`src/rtl/sva_pkg.sv`:
```
package sva_pkg;

  localparam int ENTRIES_DEF       = 1024;
  localparam int HISTORY_DEPTH_DEF = 16;
  localparam int SNAPSHOT_BITS_DEF = 16;

  localparam int REQ_W    = 2;
  localparam int INDEX_W  = 10;
  localparam int VALUE_W  = 30;
  localparam int QUERY_W  = 16;
  localparam int TAKEN_W  = 16;
  localparam int STATUS_W = 3;
  localparam int LENGTH_W = 11;
  localparam int QUEUE_DEPTH = 2;
  // Wide enough for the largest snapshot counter the block supports.
  localparam int ID_W     = 32;

  typedef enum logic [REQ_W-1:0] {
    REQ_SET  = 2'd0,
    REQ_SNAP = 2'd1,
    REQ_GET  = 2'd2,
    REQ_NOP  = 2'd3
  } req_t;

  typedef enum logic [STATUS_W-1:0] {
    ST_OK        = 3'd0,
    ST_RANGE     = 3'd1,
    ST_FULL      = 3'd2,
    ST_NOT_TAKEN = 3'd3,
    ST_EXHAUSTED = 3'd4
  } status_t;

  // Operation handed from the front end to the back end.
  typedef enum logic [1:0] {
    OP_SET,
    OP_GET,
    OP_DONE
  } op_t;

  // The id field holds the snapshot counter as it stood when the request was accepted.
  typedef struct packed {
    op_t                  op;
    logic [INDEX_W-1:0]   index;
    logic [VALUE_W-1:0]   value;
    logic [QUERY_W-1:0]   query;
    logic [TAKEN_W-1:0]   taken;
    logic [ID_W-1:0]      id;
    status_t              status;
  } job_t;

  typedef enum logic [2:0] {
    BE_IDLE,
    BE_CNT,
    BE_SRCH,
    BE_RD,
    BE_WR,
    BE_OUT
  } be_state_t;

endpackage

```
`src/rtl/sva_queue.sv`:
```
module sva_queue (
  input  logic          clk,
  input  logic          rst_n,
  input  logic          push,
  input  sva_pkg::job_t push_job,
  output logic          full,
  input  logic          pop,
  output logic          not_empty,
  output sva_pkg::job_t head
);

  localparam int DEPTH = sva_pkg::QUEUE_DEPTH;
  localparam int PW    = $clog2(DEPTH);

  sva_pkg::job_t       slot_r [DEPTH];
  logic [PW-1:0]       wp_r, rp_r;
  logic [PW:0]         cnt_r;

  assign full      = cnt_r == (PW+1)'(DEPTH);
  assign not_empty = cnt_r != '0;
  assign head      = slot_r[rp_r];

  always_ff @(posedge clk) begin
    if (push) begin
      slot_r[wp_r] <= push_job;
    end
  end

  always_ff @(posedge clk) begin
    if (!rst_n) begin
      wp_r  <= '0;
      rp_r  <= '0;
      cnt_r <= '0;
    end else begin
      if (push) begin
        wp_r <= wp_r + 1'b1;
      end
      if (pop) begin
        rp_r <= rp_r + 1'b1;
      end
      cnt_r <= cnt_r + (PW+1)'(push) - (PW+1)'(pop);
    end
  end

endmodule

```
`config.mk`:
```
export PLATFORM = sky130hd
export DESIGN_NAME = sva_queue
export DESIGN_NICKNAME = d
export VERILOG_FILES = /design/src/rtl/sva_pkg.sv /design/src/rtl/sva_queue.sv
export SDC_FILE = /design/constraint.sdc
export NUM_CORES = 1
export LEC_CHECK = 0
export BUFFER_PORTS_ARGS = -buffer_cell sky130_fd_sc_hd__buf_2
export CORE_MARGIN = 4
export CORE_UTILIZATION = 30
export DETAILED_ROUTE_END_ITERATION = 6
export PLACE_DENSITY = 0.57
export SYNTH_ARGS = -nofsm -noshare
export SYNTH_HDL_FRONTEND = slang
export SYNTH_SLANG_ARGS = --single-unit
```
`constraint.sdc`:
```
create_clock -name clk -period 6.3 [get_ports clk]
set_input_delay 0.315 -clock clk [delete_from_list [all_inputs] [get_ports clk]]
set_output_delay 0.315 -clock clk [all_outputs]
set_load 0.05 [all_outputs]
```
==> results.yml <==
status:
  outcome: "completed"
drt:
  drt_first_iter_violations: 156
  post_drt_wl_per_cell_microns: 16.2
  firstDrtPassIters: 4
  postRouteAntennaNets: 0
  viasPerCell: 4.23
  vias: 4506
  routed_wl_microns: 17300
  route.detailed.drc: 0
floorplanning:
  core.rowCount: 59
  num_io_pins: 224
  die_height_microns: 172
  core_area_sq_um: 26400
  fp.dieW_microns: 172
  die-area_sq_um: 29800
  start_util_pct: 30.8
worst_setup_path:
  cp-end-kind: "primary output"
  rr_worst_depth: 2
  path_class: "register to primary output"
  cp_max_fo: 77
  cp-start-kind: "register"
  r2r-end: "slot_r[0][87]$_DFFE_PP_"
  arrival_ns: 2.78
  cp-endpoint: "head[37]"
  reg2reg_slack_ns: 3.71
  cp_data_required_time_ns: 5.98
  timing.rr.start: "wp_r$_SDFFE_PN0P_"
power:
  p_per_area_nw_per_um2: 324
  peakVddDrop_v: 0.000219
  p_leak_nw: 4.34
  power_mw: 3.73
clock_network:
  htree_levels: 1
  clk_root_buffer_cell: "clkbuf_16"
  postCtsHoldBufs: 109
  cts_sinks: 223
  numCtsBuffers: 26
  cts.clk_slew.worst_paths_ns: 0.06
  insertion_delay_ns: 0.52
  postCtsSetupBuffers: 0
  post_cts_resized: 0
  cts_buffer_depth: 3
  cts_tree: "done"
global_route:
  grt_util_all_layers_pct: 11.0
  grt_start_max_net_pins: 78
  grt_overflow: 0
  grt_pass1_wl_microns: 25800
  antenna_found_initial: 1
  first_global_vias: 5059
synthesis:
  ys_types: 14
  synthSimpleGateAreaFrac_pct: 0.694
  synthCells: 360
  yosysWarnings: 0
  synth-compound-area-share_pct: 0.0925
  yosysTopAreaCell: "edfxtp_1"
  synthAdderAreaFrac_pct: 0.308
  synth.avg_cell_area_sq_um: 22.5
  ys_top_cells_by_area: "edfxtp_1, mux2_2, mux2_4, dfxtp_1, buf_2"
  synth.area.mux_share_pct: 15.6
  syn_area_sq_um: 8120
  synthXorXnorAreaFrac_pct: 0.385
  ys_ff_latch: 223
  synthesis.nets: 475
  synth_top_family_by_area: "multiplexers"
  ys_seq_area_share_pct: 81.9
  synth_top_area_share_pct: 80.6
timing:
  finalCritPeriodShare_pct: 49.2
  drv_slew: 0
  timing.hold.ws_ns: 0.0427
  finalHoldViolCount: 0
  setup_tns_ns: 0
  setup_violations: 0
  rsz0062_at_grt: "no"
  min_period_ns: 3.10
  slew_headroom_pct: 27.3
  max_freq_mhz: 323
  skew_ns: 0.0200
  max_slew.worst_pin.slew_ns: 1.09
placement:
  routabilityCongestion: 0.739
  dp_hpwl_microns: 10700
  portBuffers: 223
final_layout:
  finalNetCount: 826
  fin_util_pct: 43.6
  final_cell_mix: "buf_2, edfxtp_1, dlygate4sd3_1, mux2_2, clkbuf_16"
  drive_gt1_share_pct: 51.2
  final_common_cell: "buf_2"
  areaGrowthSynthToFinish_pct: 41.6
flow_run:
  cap_violations: 0
min_path:
  hp-start: "rst_n"
  hold_class: "input pin to register"
-- cell families (layout without fill, tap and decap cells) --
| kind of cell | Yosys count | after routing |
|---|---|---|
| xor+xnor | 2 | 2 |
| compound gates | 1 | 1 |
| fa+ha+maj | 2 | 2 |
| other cells | 0 | 1 |
| mux | 109 | 109 |
| buf+inv | 14 | 384 |
| flops | 223 | 223 |
| simple gates | 9 | 9 |
-- through the flow --
| stage | cells | setup slack, ns | area [sq um] |
|---|---|---|---|
| 6_report | 1066 | 3.20 | 11500 |
| 5_1_grt | 1066 | 3.02 | 11500 |
| 4_1_cts | 1065 | 3.11 | 11500 |
| 3_5_place_dp | 909 | 3.49 | 9610 |
| 3_3_place_gp | 909 | 3.62 | 9610 |
| 2_1_floorplan | 360 | 0.572 | 8120 |
-- layer usage --
metal / wire length, microns / GRT usage [%]
met1: 6640 / 12.3
met2: 8830 / 20.1
met3: 1280 / 3.43
met4: 535 / 3.25
met5: 0 / 0
-- cell usage after synthesis --
cell type	count
dfxtp_1	5
mux2_2	99
o21a_1	1
xor2_1	1
mux2_4	10
buf_6	3
buf_2	9
xnor3_1	1
ha_1	2
nor2b_1	4
inv_1	2
or2_2	1
and2_1	4
edfxtp_1	218
-- where the power goes --
part	leakage [nW]	switching, mW	internal [mW]
Clock	0.380	0.562	0.802
Sequential	2.09	0.0257	1.72
Combinational	1.87	0.412	0.209
Total	4.34	1.00	2.73
-- sequential cells by signal, summed over array words and instances, names as in the netlist, named ones only --
signal,count
rp_r,1
cnt_r,2
slot_r,218
wp_r,1
-- layout make-up --
class	count	area (sq um)
Inverter	2	7.51
Tap cell	335	419
Clock inverter	14	111
Sequential cell	223	6650
Timing Repair Buffer	335	2230
Multi-Input combinational cell	123	1400
Fill cell	2296	14900
Clock buffer	33	677
Antenna cell	1	2.50
-- critical path, cell delays in order (launching register included) --
cell     delay (ns)
dfxtp_4        0.63
buf_4          0.93
mux2_2         0.44
buf_2          0.22
-- worst min-delay path by stage --
stage	endpoint	depth (start not counted)
after floorplan	slot_r[0][0]$_DFFE_PP_	0
after global placement	slot_r[1][4]$_DFFE_PP_	1
after detailed placement	slot_r[0][102]$_DFFE_PP_	1
after CTS	wp_r$_SDFFE_PN0P_	2
after global routing	wp_r$_SDFFE_PN0P_	2
final	rp_r$_SDFFE_PN0P_	2
Power figures use the tool's default switching activity.
