$ cat src/rtl/sva_pkg.sv
package sva_pkg;

  localparam int ENTRIES_DEF       = 1024;
  localparam int HISTORY_DEPTH_DEF = 16;
  localparam int SNAPSHOT_BITS_DEF = 16;

  localparam int REQ_W    = 2;
  localparam int INDEX_W  = 10;
  localparam int VALUE_W  = 30;
  localparam int QUERY_W  = 16;
  localparam int TAKEN_W  = 16;
  localparam int STATUS_W = 3;
  localparam int LENGTH_W = 11;
  localparam int QUEUE_DEPTH = 2;
  // Wide enough for the largest snapshot counter the block supports.
  localparam int ID_W     = 32;

  typedef enum logic [REQ_W-1:0] {
    REQ_SET  = 2'd0,
    REQ_SNAP = 2'd1,
    REQ_GET  = 2'd2,
    REQ_NOP  = 2'd3
  } req_t;

  typedef enum logic [STATUS_W-1:0] {
    ST_OK        = 3'd0,
    ST_RANGE     = 3'd1,
    ST_FULL      = 3'd2,
    ST_NOT_TAKEN = 3'd3,
    ST_EXHAUSTED = 3'd4
  } status_t;

  // Operation handed from the front end to the back end.
  typedef enum logic [1:0] {
    OP_SET,
    OP_GET,
    OP_DONE
  } op_t;

  // The id field holds the snapshot counter as it stood when the request was accepted.
  typedef struct packed {
    op_t                  op;
    logic [INDEX_W-1:0]   index;
    logic [VALUE_W-1:0]   value;
    logic [QUERY_W-1:0]   query;
    logic [TAKEN_W-1:0]   taken;
    logic [ID_W-1:0]      id;
    status_t              status;
  } job_t;

  typedef enum logic [2:0] {
    BE_IDLE,
    BE_CNT,
    BE_SRCH,
    BE_RD,
    BE_WR,
    BE_OUT
  } be_state_t;

endpackage

$ cat src/rtl/sva_front.sv
module sva_front #(
  parameter int ENTRIES       = sva_pkg::ENTRIES_DEF,
  parameter int SNAPSHOT_BITS = sva_pkg::SNAPSHOT_BITS_DEF
) (
  input  logic                          clk,
  input  logic                          rst_n,
  input  logic                          in_valid,
  output logic                          in_stall,
  input  logic [sva_pkg::REQ_W-1:0]     in_req_type,
  input  logic [sva_pkg::INDEX_W-1:0]   in_entry_index,
  input  logic [sva_pkg::VALUE_W-1:0]   in_write_value,
  input  logic [sva_pkg::QUERY_W-1:0]   in_query_snapshot,
  input  logic [sva_pkg::LENGTH_W-1:0]  length,
  input  logic                          q_full,
  output logic                          q_push,
  output sva_pkg::job_t                 q_job
);

  logic [SNAPSHOT_BITS-1:0] counter_r, counter_nxt;
  logic                     idx_ok;
  logic                     take;

  assign in_stall = q_full;
  assign take     = in_valid && !q_full;
  assign q_push   = take;

  always_comb begin
    if (32'(length) > 32'(ENTRIES)) begin
      idx_ok = 32'(in_entry_index) < 32'(ENTRIES);
    end else begin
      idx_ok = {1'b0, in_entry_index} < length;
    end
  end

  always_comb begin
    counter_nxt       = counter_r;
    q_job.op          = sva_pkg::OP_DONE;
    q_job.index       = in_entry_index;
    q_job.value       = in_write_value;
    q_job.query       = in_query_snapshot;
    q_job.taken       = '0;
    q_job.id          = sva_pkg::ID_W'(counter_r);
    q_job.status      = sva_pkg::ST_OK;
    case (sva_pkg::req_t'(in_req_type))
      sva_pkg::REQ_SET: begin
        if (idx_ok) begin
          q_job.op = sva_pkg::OP_SET;
        end else begin
          q_job.status = sva_pkg::ST_RANGE;
        end
      end
      sva_pkg::REQ_SNAP: begin
        if (&counter_r) begin
          q_job.status = sva_pkg::ST_EXHAUSTED;
        end else begin
          q_job.taken = sva_pkg::TAKEN_W'(counter_r);
          counter_nxt = counter_r + 1'b1;
        end
      end
      sva_pkg::REQ_GET: begin
        if (!idx_ok) begin
          q_job.status = sva_pkg::ST_RANGE;
        end else if (32'(in_query_snapshot) >= 32'(counter_r)) begin
          q_job.status = sva_pkg::ST_NOT_TAKEN;
        end else begin
          q_job.op = sva_pkg::OP_GET;
        end
      end
      default: begin
      end
    endcase
  end

  always_ff @(posedge clk) begin
    if (!rst_n) begin
      counter_r <= '0;
    end else if (take) begin
      counter_r <= counter_nxt;
    end
  end

endmodule

$ cat config.mk
export PLATFORM = sky130hd
export DESIGN_NAME = sva_front
export DESIGN_NICKNAME = d
export VERILOG_FILES = /design/src/rtl/sva_pkg.sv /design/src/rtl/sva_front.sv
export SDC_FILE = /design/constraint.sdc
export NUM_CORES = 1
export LEC_CHECK = 0
export BUFFER_PORTS_ARGS = -buffer_cell sky130_fd_sc_hd__buf_2
export CELL_PAD_IN_SITES_DETAIL_PLACEMENT = 2
export CELL_PAD_IN_SITES_GLOBAL_PLACEMENT = 2
export CORE_MARGIN = 4
export CORE_UTILIZATION = 19
export CTS_CLUSTER_DIAMETER = 60
export DETAILED_ROUTE_END_ITERATION = 10
export PLACE_DENSITY = 0.87
export SLEW_MARGIN = 15
export SYNTH_ARGS = -nofsm -noshare
export SYNTH_HDL_FRONTEND = slang
export SYNTH_SLANG_ARGS = --single-unit
$ cat constraint.sdc
create_clock -name clk -period 3.1 [get_ports clk]
set_clock_uncertainty 0.05 [all_clocks]
set_input_delay 0.62 -clock clk [delete_from_list [all_inputs] [get_ports clk]]
set_output_delay 0.62 -clock clk [all_outputs]
set_load 0.02 [all_outputs]
==> results_dict.tcl, run 1 <==
set metrics [dict create \
    coreArea_um2 11000 \
    die_h_um 115 \
    ctsLongestPathBuffers 2 \
    reg2reg_depth 8 \
    nets 440 \
    wire_per_inst_um 16.0 \
    timing.fmax_mhz 326 \
    critPathLaunchType "input port" \
    first_pass_iters 3 \
    top_regs "counter_r: 16 flops" \
    grt_overflow 0 \
    maxSlewViolCount 0 \
    syn_area_per_cell_um2 7.83 \
    swShare 0.305 \
    regMostFlops "counter_r" \
    crit_type "input port to output port" \
    final_antenna_net_count 0 \
    drv_cap 0 \
    placementRows 38 \
    r2r-end "counter_r[0]$_SDFFE_PN0P_" \
    cp.arrival_ns 2.39 \
    synth_warnings 0 \
    status "completed" \
    cts_buffers 3 \
    power_frac_comb 0.295 \
    grt_max_degree 17 \
    endpoint_kind "output port" \
    synth_top_area_share 0.259 \
    drtIter0Drc 68 \
    cp_cell_sequence "buf_8 -> inv_4 -> ha_4 -> nand2b_4 -> a2111oi_4 -> buf_4 -> nand3b_1 -> a31oi_4 -> or3_4 -> buf_6" \
    wl_mm 7.68 \
    gp_congestion 0.773 \
    yosysUniqueCellTypes 45 \
    clockRootBuffer "clkbuf_16" \
    die_w_um 115 \
    die_area_um2 13200 \
    cts_sinks 16 \
    cts_tree "done" \
    path_clk_slew_ns 0.05 \
    stdcell_count 480 \
    period_share 0.988 \
    ys_seq_elements 16 \
    track_usage 0.109 \
    synth_edf_count 0 \
    place_inst 476 \
    min_period_ns 3.06 \
    yosysTopAreaCell "buf_4" \
    irDropWorstVdd_v 0.000183 \
    p_per_area_nw_per_um2 257 \
    grt_antenna_before_repair 1 \
    crit_path_max_fanout 3 \
    insertion_delay_ns 0.24 \
    total_power_uw 692 \
    n_antenna_cell 0 \
    hold_depth 2 \
    fin_setup_tns_ns 0 \
    synth_area_leaders "buf_4 (26%), ha_1 (15%), dfxtp_1 (15%)" \
    crit_slowest_cell "or3_4" \
    hold_viol_final 0 \
    critical-path-max-stage-delay_ns 0.40 \
    syn_inst 278 \
    largest_reg_flops 16 \
    ys_seq_area_frac 0.147 \
    htreeDepth 1 \
    synthArstFlopShare 0 \
    timing.rr.start "counter_r[0]$_SDFFE_PN0P_" \
    hp-start "counter_r[15]$_SDFFE_PN0P_" \
    rsz0062_at_grt "true" \
    timing.hold.ws_ns 0.444 \
    pin_count 184 \
    leakagePower_nw 1.32 \
    synth.most_common_cell "buf_4" \
    seqPwrFrac 0.299 \
    drive_above_1_share 0.447 \
    r2r_setup_slack_ns 1.11 \
    via_per_inst 4.28 \
    pwr-share-clk 0.406 \
    power.switching_uw 211 \
    crit_family "simple AND/OR/NAND/NOR gates" \
    syn_to_final_growth_pct 23.8 \
    setup_viol 0 \
    hold_end "counter_r[15]$_SDFFE_PN0P_" \
    cp_data_required_time_ns 2.43 \
    power.internal_uw 481 \
    io_buffers 107 \
    synth_ff_type "dfxtp_1" \
    syn-cell-area_um2 2180 \
    drc_errors 0 \
    grt_pass1_wl_mm 11.6 \
    post_cts_buffers 0 \
    cts-hold-fix-buffers 0 \
    synth_commonest_cells "buf_4 (75), inv_1 (29), ha_1 (26)" \
    grt_pass1_vias 2272 \
    hpwl_mm 6.63 \
    via_count 2056 \
    start_util 0.197 \
    cp_num_buf_inv 4 \
    worst_hold_path_type "flip-flop to flip-flop" \
]
-- kinds of logic after synthesis --
kind of cell	synth area share
mux	0.00920
xor+xnor	0.0443
other cells	0.00172
simple gates	0.229
flops	0.147
fa+ha+maj	0.149
compound gates	0.103
buf+inv	0.316
-- layer usage --
metal	global-route usage	part of all wire	vias up
met5	0	0.0016	-
met3	0.0284	0.081	10
met2	0.215	0.54	81
met1	0.115	0.37	996
li1	-	-	967
met4	0.0243	0.011	2
-- placed cells by master (no fill, tap or decap), drive strengths merged, types with 4 or more instances in the layout --
master / n
buf: 120
inv: 29
ha: 26
and2: 17
conb: 16
dfxtp: 16
nand2: 15
a21oi: 12
nor2: 12
xnor2: 11
nand4: 7
nand3: 7
o21ai: 6
nor3: 6
clkbuf: 4
-- power by group through the flow --
stage	clock (mW)	sequential [mW]	combinational, mW
floorplan	0	0.212	0.199
global placement	0	0.211	0.175
detailed placement	0	0.211	0.187
CTS	0.288	0.207	0.190
global route	0.300	0.207	0.224
finish	0.281	0.207	0.204
-- how the worst max path moves through the flow --
stage / startpoint / to / slack [ns] / depth (start not counted)
detailed placement: in_query_snapshot[0] / q_job[108] / -0.15 / 10
global route: in_query_snapshot[14] / q_job[108] / -0.03 / 8
finish: in_query_snapshot[0] / q_job[108] / 0.04 / 10
floorplan: counter_r[7]$_SDFFE_PN0P_ / q_job[107] / 0.29 / 7
global placement: in_query_snapshot[0] / q_job[108] / -0.09 / 10
CTS: in_query_snapshot[0] / q_job[108] / 0.002 / 10
-- cell type report --
| cell class | instances | area, um2 |
|---|---|---|
| Clock buffer | 4 | 88.8 |
| Fill cell | 1287 | 8340 |
| Inverter | 29 | 111 |
| Multi-Input combinational cell | 171 | 1340 |
| Sequential cell | 16 | 328 |
| Tap cell | 140 | 175 |
| Timing Repair Buffer | 120 | 649 |
-- tightest hold or removal path, cell delays in order, from the launching register on --
cell	delay, ns
dfxtp_2	0.34
nand2_1	0.06
mux2i_1	0.05
-- timing repair --
item                       4_1_cts  5_1_grt
cloned                           0        0
pin swaps                        1        6
setup endpoints to repair        2        3
hold endpoints to repair         0        0
resized for setup                5       24
-- per-stage QoR --
stage	worst slack, ns	utilization	instance area [um2]
after global placement	-0.0897	0.223	2460
after floorplan	0.293	-	2230
after CTS	0.00213	0.233	2570
after global routing	-0.0310	0.244	2700
after detailed placement	-0.147	0.223	2460
final	0.0368	0.244	2700
Power figures use the tool's default switching activity.
==> run 2, diff against run 1 <==
PLACE_DENSITY = 0.79   (was 0.87)
==> run 2 against run 1 <==
Effect of this change:
- maximum frequency up 1.3%
- setup slack better by 0.039 ns
- global-route usage down 0.57 points
- utilization up 0.16 points
- largest cell class unchanged
- worst hold slack worse by 0.0013 ns
- via count down 1.6%
- critical path type unchanged
- first-iteration DRC count up 26%
- die area unchanged
- count of clock-buffer cells in the layout unchanged
- sequential power about the same
- combinational power about the same
==> results_dict.tcl, run 2 (synthesis results as in run 1) <==
set metrics [dict create \
    timing.rr.start "counter_r[0]$_SDFFE_PN0P_" \
    path_clk_slew_ns 0.06 \
    wire_per_inst_um 15.3 \
    p_per_area_nw_per_um2 257 \
    die_w_um 115 \
    leakagePower_nw 1.33 \
    timing.fmax_mhz 331 \
    ctsLongestPathBuffers 2 \
    endpoint_kind "output port" \
    nets 441 \
    drv_cap 0 \
    clockRootBuffer "clkbuf_16" \
    pre_cts_slack_ns -0.0966 \
    final_cell_mix "buf_2 (104), inv_1 (27), ha_1 (22), and2_1 (16), conb_1 (16)" \
    swShare 0.309 \
    via_per_inst 4.21 \
    pwr-share-clk 0.412 \
    via_count 2024 \
    start_util 0.197 \
    pin_count 184 \
    critPathLaunchType "input port" \
    grt_pass1_wl_mm 11.0 \
    largest_reg_flops 16 \
    setup_ws_ns 0.0754 \
    grt_overflow 0 \
    die_area_um2 13200 \
    grt_antenna_before_repair 0 \
    status "completed" \
    gp_congestion 0.773 \
    insertion_delay_ns 0.25 \
    drc_errors 0 \
    wl_mm 7.34 \
    regMostFlops "counter_r" \
    coreArea_um2 11000 \
    power.internal_uw 482 \
    cts-hold-fix-buffers 0 \
    cts_buffers 3 \
    hold_depth 2 \
    reg2reg_depth 8 \
    min_period_ns 3.02 \
    r2r_setup_slack_ns 1.14 \
    irDropWorstVdd_v 0.000149 \
    r2r-end "counter_r[15]$_SDFFE_PN0P_" \
    power_frac_comb 0.291 \
    htreeDepth 1 \
    seqPwrFrac 0.297 \
    hp-start "counter_r[13]$_SDFFE_PN0P_" \
    final_util 0.246 \
    first_pass_iters 4 \
    final_common_cell "buf_2" \
    period_share 0.976 \
    placementRows 38 \
    setup_viol 0 \
    grt_pass1_vias 2152 \
    worst_hold_path_type "flip-flop to flip-flop" \
    maxSlewViolCount 0 \
    cts_tree "done" \
    drive_above_1_share 0.457 \
    power.switching_uw 216 \
    hold_viol_final 0 \
    io_buffers 107 \
    timing.hold.ws_ns 0.443 \
    cp.arrival_ns 2.35 \
    top_regs "counter_r: 16 flops" \
    crit_path_max_fanout 2 \
    die_h_um 115 \
    crit_type "input port to output port" \
    cts_sinks 16 \
    track_usage 0.104 \
    hold_end "counter_r[13]$_SDFFE_PN0P_" \
    n_antenna_cell 0 \
    grt_max_degree 17 \
    syn_to_final_growth_pct 24.6 \
    cp_data_required_time_ns 2.43 \
    drtIter0Drc 86 \
    hpwl_mm 6.25 \
    final_antenna_net_count 0 \
]
[run 2: changes by cell type in the layout (fill, tap and decap cells not counted), sizes merged]
| cell | change |
|---|---|
| buf | +1 |
[run 2: area by class of cell]
cell class                 count  area (um2)
clock buffer                   4        88.8
fill                        1284        8320
inverter                      29         111
multi-input combinational    171        1350
sequential                    16         328
tap                          140         175
timing repair buffer         121         656
[run 2: per-layer routing]
| layer | track usage | share of wire | wire (um) | up-vias |
|---|---|---|---|---|
| met5 | 0 | 0 | 0 | - |
| met4 | 0.0313 | 0.021 | 156 | 0 |
| met3 | 0.0295 | 0.091 | 670 | 13 |
| met2 | 0.196 | 0.52 | 3780 | 90 |
| met1 | 0.110 | 0.37 | 2730 | 954 |
| li1 | - | - | - | 967 |
[run 2: timing repair]
| action | CTS | global route |
|---|---|---|
| buffers inserted | 0 | 1 |
| resized for setup | 5 | 26 |
| pin swaps | 1 | 7 |
| endpoints found under the setup margin | 1 | 3 |
[run 2: power groups by stage]
stage | sequential [mW] | combinational [mW] | clock, mW
after floorplan | 0.212 | 0.199 | 0
after global placement | 0.211 | 0.176 | 0
after detailed placement | 0.211 | 0.184 | 0
after CTS | 0.207 | 0.189 | 0.289
after global routing | 0.207 | 0.227 | 0.300
final | 0.207 | 0.203 | 0.288
[run 2: worst max path at each step]
| stage | startpoint | to | slack, ns | cells past startpoint |
|---|---|---|---|---|
| final | in_query_snapshot[0] | q_job[108] | 0.08 | 10 |
| after global routing | in_query_snapshot[0] | q_job[108] | -0.006 | 10 |
| after CTS | counter_r[13]$_SDFFE_PN0P_ | q_job[108] | 0.02 | 8 |
| after detailed placement | in_query_snapshot[0] | q_job[108] | -0.1 | 10 |
| after global placement | in_query_snapshot[0] | q_job[108] | -0.04 | 10 |
| after floorplan | counter_r[7]$_SDFFE_PN0P_ | q_job[107] | 0.29 | 7 |
[run 2: worst max-delay path, cell delays in order]
cell and delay (ns):
buf_6 0.10, inv_4 0.04, ha_4 0.18, nand2b_4 0.14
a2111oi_4 0.33, buf_4 0.16, nand3b_1 0.14, a31oi_2 0.10
or3_1 0.39, buf_6 0.14
[run 2: stage by stage]
stage	std cells	setup TNS (ns)	power, mW	area [um2]
after floorplan	293	0	0.411	2230
after global placement	476	-0.0411	0.387	2460
after detailed placement	476	-0.0966	0.395	2460
after CTS	480	0	0.684	2570
after global routing	481	-0.00604	0.734	2710
final	481	0	0.698	2710
